===== config.mk =====
export PLATFORM = sky130hd
export DESIGN_NAME = raster_sine_line_offset_flat
export DESIGN_NICKNAME = d
export VERILOG_FILES = /design/src/rtl/core/rsl_pkg.sv /design/src/rtl/core/rsl_if.sv /design/src/rtl/core/rsl_wave.sv /design/src/rtl/core/raster_sine_line_offset.sv /design/src/flat_wrapper.sv
export SDC_FILE = /design/constraint.sdc
export NUM_CORES = 1
export LEC_CHECK = 0
export ABC_CLOCK_PERIOD_IN_PS = 7370
export BUFFER_PORTS_ARGS = -buffer_cell sky130_fd_sc_hd__clkbuf_2
export CAP_MARGIN = 20
export CORE_MARGIN = 5
export CORE_UTILIZATION = 24
export DETAILED_ROUTE_END_ITERATION = 7
export GPL_TIMING_DRIVEN = 0
export PLACE_DENSITY = 0.4
export SETUP_SLACK_MARGIN = 0.2
export SYNTH_ARGS = -nofsm -noshare
export SYNTH_HDL_FRONTEND = slang
export SYNTH_HIERARCHICAL = 1
export SYNTH_SLANG_ARGS = --single-unit

===== constraint.sdc =====
create_clock -name clk_i -period 7.37 [get_ports clk_i]
set_input_delay 0.737 -clock clk_i [delete_from_list [all_inputs] [get_ports clk_i]]
set_output_delay 0.737 -clock clk_i [all_outputs]
set_load 0.05 [all_outputs]

===== src/rtl/core/rsl_pkg.sv =====
// ----------------------------------------------------------------------------
// rsl_pkg
// Shared widths, constants and the quarter-wave sine table for the raster
// line offset generator.
// ----------------------------------------------------------------------------
package rsl_pkg;

  localparam int RowW     = 10;
  localparam int LeftW    = 12;
  localparam int DestW    = 13;
  localparam int AmpW     = 10;
  localparam int AngW     = 9;
  localparam int IdxW     = 7;
  localparam int SinW     = 17;
  localparam int CfgIdxW  = 1;
  localparam int CfgDataW = 10;

  localparam int MaxRows  = 1024;
  localparam int DegFull  = 360;
  localparam int Quarter  = 90;
  localparam int RomSize  = 91;

  // angle sum: row*step + base stays below 2^17
  localparam int SumW       = 17;
  // floor(x/360) = (x * RecipK) >> RecipShift, exact for x < 2^17
  localparam int RecipShift = 25;
  localparam int RecipK     = (2**RecipShift + DegFull - 1) / DegFull;
  localparam int RecipW     = 2 * SumW;

  localparam int ScaleW     = SinW + AmpW;
  localparam int RoundBias  = 32767;
  localparam int ScaleShift = 16;

  typedef enum logic [CfgIdxW-1:0] {
    CfgAmplitude = 1'b0,
    CfgAngleStep = 1'b1
  } cfg_idx_e;

  // words that ride along the pipeline untouched
  typedef struct packed {
    logic signed [LeftW-1:0] left;
    logic [RowW-1:0]         row;
  } tag_t;

  localparam logic [SinW-1:0] SineRom [RomSize] = '{
        17'd0,  17'd1143,  17'd2287,  17'd3429,  17'd4571,  17'd5711,  17'd6850,
     17'd7986,  17'd9120, 17'd10252, 17'd11380, 17'd12504, 17'd13625, 17'd14742,
    17'd15854, 17'd16961, 17'd18064, 17'd19160, 17'd20251, 17'd21336, 17'd22414,
    17'd23486, 17'd24550, 17'd25606, 17'd26655, 17'd27696, 17'd28729, 17'd29752,
    17'd30767, 17'd31772, 17'd32768, 17'd33753, 17'd34728, 17'd35693, 17'd36647,
    17'd37589, 17'd38521, 17'd39440, 17'd40347, 17'd41243, 17'd42125, 17'd42995,
    17'd43852, 17'd44695, 17'd45525, 17'd46340, 17'd47142, 17'd47929, 17'd48702,
    17'd49460, 17'd50203, 17'd50931, 17'd51643, 17'd52339, 17'd53019, 17'd53683,
    17'd54331, 17'd54963, 17'd55577, 17'd56175, 17'd56755, 17'd57319, 17'd57864,
    17'd58393, 17'd58903, 17'd59395, 17'd59870, 17'd60326, 17'd60763, 17'd61183,
    17'd61583, 17'd61965, 17'd62328, 17'd62672, 17'd62997, 17'd63302, 17'd63589,
    17'd63856, 17'd64103, 17'd64331, 17'd64540, 17'd64729, 17'd64898, 17'd65047,
    17'd65176, 17'd65286, 17'd65376, 17'd65446, 17'd65496, 17'd65526, 17'd65536
  };

  function automatic logic [SinW-1:0] sine_lookup(input logic [IdxW-1:0] idx);
    logic [SinW-1:0] val;
    val = '0;
    if (idx < IdxW'(RomSize)) begin
      val = SineRom[idx];
    end
    return val;
  endfunction

endpackage


===== src/rtl/core/rsl_if.sv =====
// ----------------------------------------------------------------------------
// rsl_if
// Stream interfaces for line requests and line results.
// ----------------------------------------------------------------------------
interface rsl_in_if
  import rsl_pkg::*;
();
  logic                    valid;
  logic                    ready;
  logic                    command;
  logic [RowW-1:0]         row;
  logic signed [LeftW-1:0] left_x;

  modport source (output valid, command, row, left_x, input ready);
  modport sink   (input valid, command, row, left_x, output ready);
endinterface

interface rsl_out_if
  import rsl_pkg::*;
();
  logic                    valid;
  logic                    ready;
  logic signed [DestW-1:0] dest_x;
  logic [RowW-1:0]         row_out;

  modport source (output valid, dest_x, row_out, input ready);
  modport sink   (input valid, dest_x, row_out, output ready);
endinterface


===== src/rtl/core/rsl_wave.sv =====
// ----------------------------------------------------------------------------
// rsl_wave
// Two-stage sine unit: quadrant fold and table read, then amplitude scaling
// with rounding. Returns magnitude and sign of the displacement.
// ----------------------------------------------------------------------------
module rsl_wave
  import rsl_pkg::*;
(
  input  logic            clk_i,
  input  logic            rst_ni,
  input  logic            in_valid_i,
  output logic            in_ready_o,
  input  logic [AngW-1:0] ang_i,
  input  tag_t            tag_i,
  input  logic [AmpW-1:0] amp_i,
  output logic            out_valid_o,
  input  logic            out_ready_i,
  output logic [AmpW-1:0] mag_o,
  output logic            neg_o,
  output tag_t            tag_o
);

  logic            valid_e_q, valid_f_q;
  logic            en_e, en_f;
  logic [IdxW-1:0] idx;
  logic            neg;
  logic [SinW-1:0] v_e_d, v_e_q;
  logic            neg_e_q, neg_f_q;
  tag_t            tag_e_q, tag_f_q;
  logic [ScaleW-1:0] scaled;
  logic [AmpW-1:0] mag_f_d, mag_f_q;

  assign en_f       = !valid_f_q || out_ready_i;
  assign en_e       = !valid_e_q || en_f;
  assign in_ready_o = en_e;

  // fold into the first quadrant
  always_comb begin
    if (ang_i <= AngW'(Quarter)) begin
      idx = IdxW'(ang_i);
      neg = 1'b0;
    end else if (ang_i <= AngW'(2 * Quarter)) begin
      idx = IdxW'(AngW'(2 * Quarter) - ang_i);
      neg = 1'b0;
    end else if (ang_i <= AngW'(3 * Quarter)) begin
      idx = IdxW'(ang_i - AngW'(2 * Quarter));
      neg = 1'b1;
    end else begin
      idx = IdxW'(AngW'(DegFull) - ang_i);
      neg = 1'b1;
    end
    v_e_d = sine_lookup(idx);
  end

  assign scaled  = (ScaleW'(v_e_q) * ScaleW'(amp_i) + ScaleW'(RoundBias)) >> ScaleShift;
  assign mag_f_d = scaled[AmpW-1:0];

  always_ff @(posedge clk_i or negedge rst_ni) begin
    if (!rst_ni) begin
      valid_e_q <= 1'b0;
      valid_f_q <= 1'b0;
    end else begin
      if (en_e) valid_e_q <= in_valid_i;
      if (en_f) valid_f_q <= valid_e_q;
    end
  end

  always_ff @(posedge clk_i) begin
    if (en_e) begin
      v_e_q   <= v_e_d;
      neg_e_q <= neg;
      tag_e_q <= tag_i;
    end
    if (en_f) begin
      mag_f_q <= mag_f_d;
      neg_f_q <= neg_e_q;
      tag_f_q <= tag_e_q;
    end
  end

  assign out_valid_o = valid_f_q;
  assign mag_o       = mag_f_q;
  assign neg_o       = neg_f_q;
  assign tag_o       = tag_f_q;

`ifndef ASSERT_OFF
  a_rom_bound: assert property (@(posedge clk_i) disable iff (!rst_ni)
    valid_e_q |-> v_e_q <= SinW'(65536))
    else $error("sine table word out of range");

  a_f_hold: assert property (@(posedge clk_i) disable iff (!rst_ni)
    valid_f_q && !out_ready_i |=> valid_f_q && $stable(mag_f_q) && $stable(tag_f_q))
    else $error("scaled word lost while stalled");

  a_e_hold: assert property (@(posedge clk_i) disable iff (!rst_ni)
    valid_e_q && !en_f |=> valid_e_q && $stable(v_e_q) && $stable(tag_e_q))
    else $error("table word lost while stalled");
`endif

endmodule


===== src/rtl/core/raster_sine_line_offset.sv =====
// ----------------------------------------------------------------------------
// raster_sine_line_offset
// Raster-scroll line offset generator on a quarter-wave sine table.
// ----------------------------------------------------------------------------
// Accepts one word per cycle unless stalled. A frame-advance word adds
// angle_step to the base angle in the cycle it is taken and yields no result;
// line words taken after it see the new angle. A line word returns left_x plus
// the sine displacement through its registered steps (row mod 360, row*step
// multiply, reciprocal multiply, remainder, table read, amplitude multiply,
// output register), one result per cycle while the output is not stalled.
// Results stall stage by stage, so bubbles collapse while the output waits.
module raster_sine_line_offset
  import rsl_pkg::*;
(
  input  logic                clk_i,
  input  logic                rst_ni,
  input  logic                cfg_we_i,
  input  logic [CfgIdxW-1:0]  cfg_idx_i,
  input  logic [CfgDataW-1:0] cfg_data_i,
  rsl_in_if.sink              req_i,
  rsl_out_if.source           res_o
);

  logic [AmpW-1:0] amp_q;
  logic [AngW-1:0] step_q, base_q, base_d;
  logic [AngW:0]   base_sum;

  logic            acc, line;
  logic            en_a, en_b, en_c, en_d, en_out, wave_ready;
  logic            valid_a_q, valid_b_q, valid_c_q, valid_d_q, out_valid_q;

  logic [AngW-1:0] rmod_a_d, rmod_a_q, smod_a_d, smod_a_q, base_a_q;
  tag_t            tag_a_q, tag_b_q, tag_c_q, tag_d_q;
  logic [SumW-1:0] sum_b_d, sum_b_q, sum_c_q;
  logic [RecipW-1:0] recip_c_d, recip_c_q;
  logic [AngW-1:0] quot;
  logic [SumW-1:0] rem;
  logic [AngW-1:0] ang_d_q;

  logic            wave_valid, wave_neg;
  logic [AmpW-1:0] wave_mag;
  tag_t            wave_tag;
  logic signed [DestW-1:0] disp, dest_d, dest_q;
  logic [RowW-1:0] row_q;

  assign acc  = req_i.valid && req_i.ready;
  assign line = req_i.command && ({1'b0, req_i.row} < (RowW + 1)'(MaxRows));

  assign en_out      = !out_valid_q || res_o.ready;
  assign en_d        = !valid_d_q || wave_ready;
  assign en_c        = !valid_c_q || en_d;
  assign en_b        = !valid_b_q || en_c;
  assign en_a        = !valid_a_q || en_b;
  assign req_i.ready = en_a;

  // config and frame angle; sum of two angles reaches 718, one bit wider
  always_comb begin
    base_sum = {1'b0, base_q} + {1'b0, smod_a_d};
    base_d   = base_q;
    if (acc && !req_i.command) begin
      if (base_sum >= (AngW + 1)'(DegFull)) begin
        base_d = AngW'(base_sum - (AngW + 1)'(DegFull));
      end else begin
        base_d = base_sum[AngW-1:0];
      end
    end
  end

  always_ff @(posedge clk_i or negedge rst_ni) begin
    if (!rst_ni) begin
      amp_q  <= AmpW'(1);
      step_q <= AngW'(1);
      base_q <= '0;
    end else begin
      if (cfg_we_i && cfg_idx_i == CfgAmplitude) amp_q  <= cfg_data_i[AmpW-1:0];
      if (cfg_we_i && cfg_idx_i == CfgAngleStep) step_q <= cfg_data_i[AngW-1:0];
      base_q <= base_d;
    end
  end

  // stage a: reduce row and step mod 360
  always_comb begin
    if (req_i.row >= RowW'(2 * DegFull)) begin
      rmod_a_d = AngW'(req_i.row - RowW'(2 * DegFull));
    end else if (req_i.row >= RowW'(DegFull)) begin
      rmod_a_d = AngW'(req_i.row - RowW'(DegFull));
    end else begin
      rmod_a_d = AngW'(req_i.row);
    end
    smod_a_d = (step_q >= AngW'(DegFull)) ? step_q - AngW'(DegFull) : step_q;
  end

  // stage b: row*step + base; stage c: reciprocal product; stage d: remainder
  assign sum_b_d   = SumW'(rmod_a_q) * SumW'(smod_a_q) + SumW'(base_a_q);
  assign recip_c_d = RecipW'(sum_b_q) * RecipW'(RecipK);
  assign quot      = recip_c_q[RecipShift +: AngW];
  assign rem       = sum_c_q - SumW'(quot) * SumW'(DegFull);

  always_ff @(posedge clk_i or negedge rst_ni) begin
    if (!rst_ni) begin
      valid_a_q   <= 1'b0;
      valid_b_q   <= 1'b0;
      valid_c_q   <= 1'b0;
      valid_d_q   <= 1'b0;
      out_valid_q <= 1'b0;
    end else begin
      if (en_a)   valid_a_q   <= req_i.valid && line;
      if (en_b)   valid_b_q   <= valid_a_q;
      if (en_c)   valid_c_q   <= valid_b_q;
      if (en_d)   valid_d_q   <= valid_c_q;
      if (en_out) out_valid_q <= wave_valid;
    end
  end

  always_ff @(posedge clk_i) begin
    if (en_a) begin
      rmod_a_q <= rmod_a_d;
      smod_a_q <= smod_a_d;
      base_a_q <= base_q;
      tag_a_q  <= '{left: req_i.left_x, row: req_i.row};
    end
    if (en_b) begin
      sum_b_q <= sum_b_d;
      tag_b_q <= tag_a_q;
    end
    if (en_c) begin
      recip_c_q <= recip_c_d;
      sum_c_q   <= sum_b_q;
      tag_c_q   <= tag_b_q;
    end
    if (en_d) begin
      ang_d_q <= rem[AngW-1:0];
      tag_d_q <= tag_c_q;
    end
    if (en_out) begin
      dest_q <= dest_d;
      row_q  <= wave_tag.row;
    end
  end

  rsl_wave u_wave (
    .clk_i       (clk_i),
    .rst_ni      (rst_ni),
    .in_valid_i  (valid_d_q),
    .in_ready_o  (wave_ready),
    .ang_i       (ang_d_q),
    .tag_i       (tag_d_q),
    .amp_i       (amp_q),
    .out_valid_o (wave_valid),
    .out_ready_i (en_out),
    .mag_o       (wave_mag),
    .neg_o       (wave_neg),
    .tag_o       (wave_tag)
  );

  assign disp   = wave_neg ? -$signed(DestW'(wave_mag)) : $signed(DestW'(wave_mag));
  assign dest_d = DestW'($signed(wave_tag.left)) + disp;

  assign res_o.valid   = out_valid_q;
  assign res_o.dest_x  = dest_q;
  assign res_o.row_out = row_q;

`ifndef ASSERT_OFF
  a_base_range: assert property (@(posedge clk_i) disable iff (!rst_ni)
    base_q < AngW'(DegFull))
    else $error("base angle out of range");

  a_ang_range: assert property (@(posedge clk_i) disable iff (!rst_ni)
    valid_d_q |-> ang_d_q < AngW'(DegFull))
    else $error("angle remainder out of range");

  a_frame_no_word: assert property (@(posedge clk_i) disable iff (!rst_ni)
    acc && !req_i.command |=> !valid_a_q)
    else $error("frame advance entered the line pipeline");
`endif

endmodule

===== src/flat_wrapper.sv =====
// flat-port wrapper written by rule: the top's interface ports become plain ports
module raster_sine_line_offset_flat import rsl_pkg::*;
  (clk_i, rst_ni, cfg_we_i, cfg_idx_i, cfg_data_i, req_i_valid, req_i_command, req_i_row, req_i_left_x, req_i_ready, res_o_valid, res_o_dest_x, res_o_row_out, res_o_ready);
  rsl_in_if req_i_i ();
  rsl_out_if res_o_i ();
  input  logic clk_i;
  input  logic rst_ni;
  input  logic cfg_we_i;
  input  logic [CfgIdxW-1:0] cfg_idx_i;
  input  logic [CfgDataW-1:0] cfg_data_i;
  input wire logic [$bits(req_i_i.valid)-1:0] req_i_valid;
  input wire logic [$bits(req_i_i.command)-1:0] req_i_command;
  input wire logic [$bits(req_i_i.row)-1:0] req_i_row;
  input wire logic [$bits(req_i_i.left_x)-1:0] req_i_left_x;
  output wire logic [$bits(req_i_i.ready)-1:0] req_i_ready;
  output wire logic [$bits(res_o_i.valid)-1:0] res_o_valid;
  output wire logic [$bits(res_o_i.dest_x)-1:0] res_o_dest_x;
  output wire logic [$bits(res_o_i.row_out)-1:0] res_o_row_out;
  input wire logic [$bits(res_o_i.ready)-1:0] res_o_ready;
  assign req_i_i.valid = req_i_valid;
  assign req_i_i.command = req_i_command;
  assign req_i_i.row = req_i_row;
  assign req_i_i.left_x = req_i_left_x;
  assign req_i_ready = req_i_i.ready;
  assign res_o_valid = res_o_i.valid;
  assign res_o_dest_x = res_o_i.dest_x;
  assign res_o_row_out = res_o_i.row_out;
  assign res_o_i.ready = res_o_ready;
  raster_sine_line_offset u_core (.clk_i(clk_i), .rst_ni(rst_ni), .cfg_we_i(cfg_we_i), .cfg_idx_i(cfg_idx_i), .cfg_data_i(cfg_data_i), .req_i(req_i_i), .res_o(res_o_i));
endmodule

# --- After elaboration in Yosys (flattened, before gate mapping) ---
# Memory sizes are Yosys's and may differ from the RTL's. A register that Yosys moved wholly into a read port is not among the register bits.
# Index checks and enable logic that the tools add are counted.
word_totals:
  mem_count: 1
  input_bits: 39
  register_bits: 298
  mem_bits_rw: 0
  latch_bits: 0
  mem_bits_ro: 2176
  out_inout_bits: 25
  word_cells: 92
memory_table:
  columns: ["name", "words", "width", "read_ports", "rd_clocked_by_memory_dff", "write_ports", "line_no", "source"]
  rows:
  - ["(no name shown)", 128, 17, 1, 1, 0, "rsl_pkg.sv:65", "val = SineRom[idx];"]
op_classes:
  bitwise_logic: 2
  magnitude_cmp: 8
  n_reduce_logical: 21
  shift: 0
  add_sub_neg: 13
  div_mod_pow: 0
  mul: 4
  muxes: 9
  n_eq_ne: 0
op_table:
  columns: ["cell", "n"]
  rows:
  - ["9-bit two-way mux", 4]
  - ["17-bit by 17-bit multiplier with 34-bit output (second input constant)", 1]
  - ["9-bit subtractor (second input constant)", 3]
  - ["26-bit by 15-bit adder with 26-bit output (second input constant)", 1]
  - ["17-bit by 10-bit multiplier with 26-bit output", 1]
  - ["7-bit two-way mux", 3]
  - ["10-bit by 9-bit greater-or-equal comparator with 1-bit output (second input constant)", 2]
  - ["17-bit by 9-bit adder with 17-bit output", 1]
  - ["9-bit by 9-bit multiplier with 17-bit output", 1]
  - ["12-bit by 13-bit adder with 13-bit output", 1]
  - ["13-bit two-way mux", 1]
  - ["10-bit negation with 13-bit output", 1]
  - ["9-bit by 9-bit adder with 10-bit output", 1]
  - ["10-bit greater-or-equal comparator (second input constant)", 1]
  - ["9-bit greater-or-equal comparator (second input constant)", 1]
  - ["9-bit by 7-bit <= comparator with 1-bit output (second input constant)", 1]
  - ["9-bit by 8-bit <= comparator with 1-bit output (second input constant)", 1]
  - ["9-bit <= comparator (second input constant)", 1]
  - ["1-bit logical NOT", 9]
  - ["9-bit by 6-bit multiplier with 6-bit output (second input constant)", 1]
  - ["9-bit by 8-bit subtractor with 9-bit output (second input constant)", 1]
  - ["9-bit subtractor", 1]
  - ["7-bit inverter with 8-bit output", 1]
  - ["1-bit logical OR", 7]
  - ["other kinds (7)", 11]

# --- Logic depth before layout (Yosys ltp) ---
# Gate-level depths: netlist of run 1.
logic_depth:
  ltp_word: 10
  mapped_depth: 20
  mapped_depth_nobuf: 20

# --- Modules after synthesis ---
# The synthesis of run 1 kept the hierarchy.
by_module_without_submodules:
  columns: ["mod", "cells_per_inst", "n_inst", "area_per_inst_um2", "seq_area_each_um2"]
  rows:
  - ["raster_sine_line_offset", 1335, 1, 15710.1, 6113.4]
  - ["rsl_wave", 1077, 1, 10426.2, 2242.2]

# --- Worst setup path after synthesis of run 1 ---
# Ideal clock, no wire load.
synth_path:
  path_kind: "in2reg"
  from: "input port res_o_ready"
  to: "register u_core.base_q[5]"
  required_time_ns: 7.244
  arrival_ns: 6.292
  cell_stages: 9
  setup_slack_ns: 0.952
  n_path_buf: 1
  setup_ns: 0.126
  cell_sequence: "nand2b_1 > nand3b_1 > nor2b_1 > nand4_1 > nand3b_1 > clkbuf_1 > nor3b_1 > a221oi_1 > nand2_1"
synth_via:
  elab_chain_cells: 9
synth_rtl:
  columns: ["item", "line_no", "source"]
  rows:
  - ["start, declared", "flat_wrapper.sv:19", "input wire logic [$bits(res_o_i.ready)-1:0] res_o_ready;"]
  - ["1-bit logical OR", "raster_sine_line_offset.sv:49", "assign en_out = !out_valid_q || res_o.ready;"]
  - ["1-bit logical OR", "rsl_wave.sv:33", "assign en_f = !valid_f_q || out_ready_i;"]
  - ["1-bit logical OR", "rsl_wave.sv:34", "assign en_e = !valid_e_q || en_f;"]
  - ["named net u_core.wave_ready", "raster_sine_line_offset.sv:29", "logic en_a, en_b, en_c, en_d, en_out, wave_ready;"]
  - ["1-bit logical OR", "raster_sine_line_offset.sv:50", "assign en_d = !valid_d_q || wave_ready;"]
  - ["1-bit logical OR", "raster_sine_line_offset.sv:51", "assign en_c = !valid_c_q || en_d;"]
  - ["1-bit logical OR", "raster_sine_line_offset.sv:52", "assign en_b = !valid_b_q || en_c;"]
  - ["1-bit logical OR", "raster_sine_line_offset.sv:53", "assign en_a = !valid_a_q || en_b;"]
  - ["named net req_i_ready", "flat_wrapper.sv:15", "output wire logic [$bits(req_i_i.ready)-1:0] req_i_ready;"]
  - ["1-bit logical AND", "raster_sine_line_offset.sv:46", "assign acc = req_i.valid && req_i.ready;"]
  - ["1-bit logical AND", "raster_sine_line_offset.sv:60", "if (acc && !req_i.command) begin"]
  - ["end signal, assigned", "raster_sine_line_offset.sv:77", "base_q <= base_d;"]
  - ["end, declared", "raster_sine_line_offset.sv:25", "logic [AngW-1:0] step_q, base_q, base_d;"]
# The timed path passes the listed nets, and every way through them passes these cells.
# A chain may end at the register's enable or synchronous reset.

# --- Final worst setup path of run 1 ---
layout_path:
  from: "register u_core.amp_q[3]"
  to: "register u_core.u_wave.mag_f_q[9] (netlist: u_core/u_wave/mag_o[9]), data pin"
layout_via:
  elab_chain_cells: 2
layout_rtl:
  columns: ["item", "line_no", "source"]
  rows:
  - ["start, declared", "raster_sine_line_offset.sv:24", "logic [AmpW-1:0] amp_q;"]
  - ["start signal, assigned", "raster_sine_line_offset.sv:71", "amp_q <= AmpW'(1);"]
  - ["start signal, assigned", "raster_sine_line_offset.sv:75", "if (cfg_we_i && cfg_idx_i == CfgAmplitude) amp_q <= cfg_data_i[AmpW-1:0];"]
  - ["17-bit by 10-bit multiplier with 26-bit output", "rsl_wave.sv:55", "assign scaled = (ScaleW'(v_e_q) * ScaleW'(amp_i) + ScaleW'(RoundBias)) >> ScaleShift;"]
  - ["26-bit by 15-bit adder with 26-bit output", "rsl_wave.sv:55", null]
  - ["named net u_core.u_wave.mag_f_d[9]", "rsl_wave.sv:31", "logic [AmpW-1:0] mag_f_d, mag_f_q;"]
  - ["end signal, assigned", "rsl_wave.sv:75", "mag_f_q <= mag_f_d;"]
  - ["end, declared", "rsl_wave.sv:31", null]
# The timed path passes the listed nets, and every way through them passes these cells.

==> impl_metrics.yaml, run 1 <==
run_status:
  outcome: "complete, no violations"
grt:
  antenna_found_initial: 4
  track_usage: 0.127
  overflow: 0
  grt_start_max_net_pins: 33
  grt_pass1_vias: 19300
  grt_first_pass_wirelength_um: 115000
floorplanning:
  fp.dieH_um: 340
  dieArea_um2: 116000
  rows: 121
  initial_core_util: 0.241
  io_pins: 64
  coreArea_um2: 109000
  die_w_um: 340
setup_path:
  critPathKind: "reg2reg"
  reg2reg_depth: 18
  critPathArrivalTime_ns: 6.96
  cp_slowest_stage_delay_ns: 0.70
  cp_max_fo: 10
  critPathLaunchType: "flip-flop"
  critical_path.cell_chain: "clkbuf_1 > nand2_1 > fa_1 > fa_1 > inv_1 > fa_1 > fa_1 > inv_1 > fa_1 > inv_1 > ha_1 > or4_1 > o211a_1 > a211oi_2 > o21ai_0 > a21o_1 > o41ai_1 > xnor2_1"
  slowest_stage: "dfrtp_1"
  cp.required_ns: 7.67
  end_kind: "flip-flop"
  timing.rr.end: "u_core/u_wave/mag_o[9]"
  worstReg2RegStart: "u_core/amp_q[3]"
  rrSetupSlack_ns: 0.71
  cpMostUsedCell: "fa_1"
clock_tree:
  insertion_delay_ns: 0.57
  cts_tree: "done"
  clock-sinks: 284
  postCtsSetupBuffers: 0
  clkTransAtPathRegs_ns: 0.06
  h-tree-depth: 2
  cts_buffer_depth: 3
  cts-root-buf: "clkbuf_16"
  cts_buffers: 37
detailed_routing:
  viasPerCell: 4.46
  wl_per_cell_um: 18.6
  vias: 17700
  firstDrtPassIters: 6
  drc: 0
  routed_wl_um: 74000
  drt_iter0_drc: 863
  ant_nets: 0
timing:
  hold_viol: 0
  worst_pin_slew_ns: 1.05
  maxSlewHeadroom: 0.298
  fin_tns_setup_ns: 0
  max_freq_ghz: 0.150
  maxSlewViolCount: 0
  layout_min_cycle_time_ns: 6.66
  setup_viol: 0
  fin_ws_ns: 0.710
  min_period_over_period: 0.904
  rsz0062_at_grt: "false"
  finClkSkew_ns: 0.0183
logic_synthesis:
  yosysTopAreaCellShare: 0.286
  yosysWarningCount: 6
  synth_cell_types: 99
  synthXorXnorAreaFrac: 0.0302
  synth.area.top_cells: "edfxtp_1 (29%), fa_1 (21%), ha_1 (14%)"
  async_reset_ff_frac: 0.123
  ys_ff_latch: 284
  synth-simple-area-share: 0.106
  synthAdderAreaFrac: 0.347
  avgSynthCellArea_um2: 10.8
  synth_compound_area_frac: 0.0989
  seq_area_frac_synth: 0.320
  synth_top_cell_by_area: "edfxtp_1"
  syn_area_um2: 26100
  synth_nets: 3014
  synth-edff-count: 249
  synth_top_family_by_area: "adder cells"
  synthFlopType: "edfxtp_1"
  syn_inst: 2412
  synthMuxAreaShare: 0.0167
run:
  drv_cap: 0
final_layout:
  layout-drive-gt1-share: 0.0956
  area_growth_pct: 13.5
  stdcell_area_um2: 29700
  fin_nets: 3127
  fillers: 11300
place:
  gp_congestion: 0.822
  dp.final_hpwl_um: 58400
  port_buffers: 63
  pre_cts_ws_ns: -0.0399
  place_area_um2: 28400
min_path:
  hp-class: "in2async"
[registers in the layout (all words and copies together), names as in the netlist, 13 cells and up]
signal / cells
u_core/res_o.dest_x: 13
u_core/sum_b_q: 17
u_core/tag_a_q: 19
u_core/tag_b_q: 22
u_core/tag_c_q: 22
u_core/tag_d_q: 22
u_core/u_wave/tag_e_q: 22
u_core/u_wave/tag_o: 22
u_core/u_wave/v_e_q: 17
[per-layer routing]
layer	up-vias	global-route usage	wire, µm
met5	-	0	13
met1	8966	0.172	34100
met2	337	0.210	34600
li1	8306	-	-
met3	105	0.0180	2870
met4	2	0.0406	2450
[synthesized netlist by cell type, drive strengths merged, types with 12 or more instances]
cell type	instances
and2	133
buf	40
nor2	64
a21oi	70
a211o	12
fa	270
inv	440
a31oi	12
o211ai	20
mux2	24
a21o	19
clkbuf	53
mux2i	12
nor3	44
xnor2	70
o21a	18
nand2b	15
xor2	18
o21ai	59
ha	293
a211oi	21
nand2	214
o31ai	12
nand3	31
dfrtp	33
edfxtp	249
[cells in the final DEF, fill, tap and decap left out, types with 9 or more instances in the layout]
| cell | n |
|---|---|
| clkbuf_1 | 59 |
| a31oi_1 | 11 |
| o21ai_0 | 52 |
| a311oi_1 | 11 |
| o21a_1 | 17 |
| nor2_1 | 62 |
| xor2_1 | 18 |
| xnor2_1 | 68 |
| clkbuf_16 | 37 |
| a211oi_1 | 16 |
| and2_1 | 133 |
| nor2b_1 | 9 |
| mux2i_1 | 12 |
| o211ai_1 | 20 |
| clkbuf_2 | 64 |
| fa_1 | 270 |
| buf_6 | 9 |
| o31ai_1 | 11 |
| nand3_1 | 30 |
| a21o_1 | 19 |
| inv_1 | 437 |
| ha_1 | 293 |
| nand2b_1 | 13 |
| buf_2 | 21 |
| a21oi_1 | 68 |
| dfrtp_1 | 33 |
| mux2_2 | 24 |
| and3_1 | 9 |
| edfxtp_1 | 249 |
| a211o_1 | 11 |
| nand2_1 | 212 |
| nor3_1 | 42 |
[worst max-delay path, delay by kind of cell (launching register included)]
family | cells | cell delay (ns)
buf+inv | 4 | 0.70
fa+ha+maj | 6 | 2.65
simple gates | 2 | 0.63
compound gates | 5 | 1.59
flops | 1 | 0.70
xor+xnor | 1 | 0.10
[worst max-delay path by stage]
stage,depth (start not counted),from,slack [ns],endpoint
floorplan,9,res_o_ready,0.95,u_core/base_q[5]
detailed placement,19,u_core/amp_q[2],-0.04,u_core/u_wave/mag_o[9]
global route,19,u_core/amp_q[2],0.35,u_core/u_wave/mag_o[9]
finish,18,u_core/amp_q[3],0.71,u_core/u_wave/mag_o[9]
global placement,9,res_o_ready,-2.58,u_core/base_q[8]
CTS,19,u_core/amp_q[2],0.33,u_core/u_wave/mag_o[9]
[per-stage QoR]
| stage | util | std cells | hold slack [ns] |
|---|---|---|---|
| CTS | 0.273 | 3967 | 0.172 |
| global route | 0.273 | 3967 | 0.218 |
| global placement | 0.260 | 3889 | 0.400 |
| finish | 0.273 | 3968 | 0.187 |
| floorplan | - | 2412 | 0.400 |
| detailed placement | 0.262 | 3900 | 0.405 |
[cells by family (layout without fill, tap and decap cells)]
group,after synthesis,count (layout)
AO/OA/AOI/OAI,346,346
multiplexers,38,38
buffers and inverters,533,674
adder cells (fa/ha/maj),563,563
AND/OR/NAND/NOR,560,560
flip-flops,284,284
other,0,1
XOR/XNOR,88,88
[what timing repair did]
item,in CTS,in global routing
hold buffers,0,0
endpoints found under the setup margin,5,1
gates cloned,0,0
gates resized for setup,1,2
[layout make-up]
| type | count | area (µm²) | area share |
|---|---|---|---|
| Antenna cell | 1 | 2.50 | 0.0000843 |
| Buffer | 93 | 470 | 0.0159 |
| Clock buffer | 48 | 1010 | 0.0339 |
| Clock inverter | 19 | 219 | 0.00738 |
| Inverter | 440 | 1650 | 0.0557 |
| Multi-Input combinational cell | 1595 | 15700 | 0.529 |
| Sequential cell | 284 | 8360 | 0.282 |
| Tap cell | 1414 | 1770 | 0.0596 |
| Timing Repair Buffer | 74 | 508 | 0.0171 |
Power of run 1 is not shown: default switching activity piles up to over one toggle a cycle in this logic, so the estimate is an artifact.
==> run 2, diff against run 1 <==
- CELL_PAD_IN_SITES_DETAIL_PLACEMENT: unset -> 1
- CELL_PAD_IN_SITES_GLOBAL_PLACEMENT: unset -> 2
- CORE_ASPECT_RATIO: unset -> 0.8
- PLACE_DENSITY: 0.4 -> 0.52
==> impl_metrics.yaml, run 2 (synthesis gave the netlist of run 1 again) <==
timing:
  worst_pin_slew_ns: 1.12
  maxSlewViolCount: 0
  min_period_over_period: 0.911
  maxSlewHeadroom: 0.254
  setup_viol: 0
  max_freq_ghz: 0.149
  finClkSkew_ns: 0.0337
  layout_min_cycle_time_ns: 6.71
  fin_tns_setup_ns: 0
  rsz0062_at_grt: "false"
  hold_viol: 0
grt:
  overflow: 0
  antenna_found_initial: 4
  grt_pass1_vias: 20200
  track_usage: 0.146
  grt_first_pass_wirelength_um: 129000
  grt_start_max_net_pins: 36
setup_path:
  cpMostUsedCell: "fa_1"
  critPathArrivalTime_ns: 7.01
  reg2reg_depth: 19
  critPathKind: "reg2reg"
  cp_num_cells: 19
  cp_slowest_stage_delay_ns: 0.54
  critPathLaunchType: "flip-flop"
  path_delay_family: "adder cells"
  cp_max_fo: 10
  slowest_stage: "fa_1"
  path_buf_inv: 5
  cp.required_ns: 7.66
  critical_path.cell_chain: "clkbuf_1 > clkbuf_2 > nand2_1 > fa_1 > fa_1 > inv_1 > fa_1 > fa_1 > inv_1 > fa_1 > inv_1 > ha_1 > or4_1 > o211a_1 > a211oi_4 > o21ai_0 > a21o_1 > o41ai_1 > xnor2_1"
  end_kind: "flip-flop"
detailed_routing:
  viasPerCell: 4.52
  drc: 0
  wl_per_cell_um: 20.8
  firstDrtPassIters: 5
  drt_iter0_drc: 1016
  ant_nets: 0
  vias: 18000
  routed_wl_um: 83000
place:
  dp.final_hpwl_um: 66500
  gp_congestion: 0.879
  port_buffers: 63
  place_area_um2: 28500
floorplanning:
  fp.dieH_um: 305
  coreArea_um2: 108000
  rows: 108
  io_pins: 64
  die_w_um: 379
  initial_core_util: 0.241
  dieArea_um2: 116000
run_status:
  outcome: "complete, no violations"
final_layout:
  layout-drive-gt1-share: 0.0948
  final_common_cell: "inv_1"
  area_growth_pct: 13.7
  utilization: 0.274
  fillers: 12100
  stdcell_area_um2: 29700
  fin_nets: 3128
  final_cell_mix: "inv_1 (438), ha_1 (293), fa_1 (270), edfxtp_1 (249), nand2_1 (212)"
min_path:
  hp-class: "in2async"
run:
  drv_cap: 0
clock_tree:
  clock-sinks: 284
  h-tree-depth: 2
  cts_buffer_depth: 3
  postCtsSetupBuffers: 0
  cts-root-buf: "clkbuf_16"
  cts_buffers: 36
  insertion_delay_ns: 0.58
  clkTransAtPathRegs_ns: 0.06
  cts_tree: "done"
## run 2: cell types whose count changed in the layout (fill, tap and decap cells not counted), sizes merged
cell      previous run  this run
buf                 51        53
clkbuf             164       165
clkinv               9        10
clkinvlp             4         1
## run 2: path summary, 6_finish.rpt
kind / from / to / slack, ns
max: u_core/amp_q[2] / u_core/u_wave/mag_o[9] / 0.66
min: rst_ni / u_core/amp_q[9] / 0.30
max reg2reg: u_core/amp_q[2] / u_core/u_wave/mag_o[9] / 0.66
min reg2reg: u_core/tag_d_q[10] / u_core/u_wave/tag_e_q[10] / 0.39
max in group asynchronous: rst_ni / u_core/base_q[8] / 6.49
min in group clk_i: req_i_left_x[11] / u_core/tag_a_q[21] / 0.36
## run 2: metal layers
layer	track usage	wire [µm]	vias up
met5	0	13	-
met2	0.229	36700	328
li1	-	-	8314
met4	0.0334	1810	2
met3	0.0193	3420	93
met1	0.216	41100	9295
## run 2: per-stage QoR
stage	setup WS [ns]	hold WS (ns)	instances
floorplan	0.952	0.400	2412
global placement	-2.74	0.400	3905
detailed placement	-0.210	0.405	3918
CTS	0.236	0.309	3984
global route	0.297	0.316	3984
finish	0.656	0.302	3985
## run 2: worst register-to-register path: stages (launching register included)
cell and delay, ns:
dfrtp_1 0.35, clkbuf_1 0.39, clkbuf_2 0.38, nand2_1 0.14, fa_1 0.54, fa_1 0.51, inv_1 0.06, fa_1 0.50
fa_1 0.52, inv_1 0.06, fa_1 0.49, inv_1 0.05, ha_1 0.21, or4_1 0.48, o211a_1 0.18, a211oi_4 0.43
o21ai_0 0.38, a21o_1 0.29, o41ai_1 0.31, xnor2_1 0.18
## run 2: area by class of cell
type / count / area, µm² / share of cell area
Timing Repair Buffer: 76 / 547 / 0.0184
Clock inverter: 17 / 189 / 0.00636
Multi-Input combinational cell: 1595 / 15700 / 0.528
Antenna cell: 1 / 2.50 / 0.0000842
Tap cell: 1430 / 1790 / 0.0602
Inverter: 440 / 1650 / 0.0556
Clock buffer: 49 / 1010 / 0.0341
Sequential cell: 284 / 8360 / 0.281
Buffer: 93 / 474 / 0.0160
## run 2: timing repair
item,CTS,global route
setup endpoints to repair,5,2
hold buffers,0,0
resized for setup,1,9
Power of run 2 is left out for the same reason.
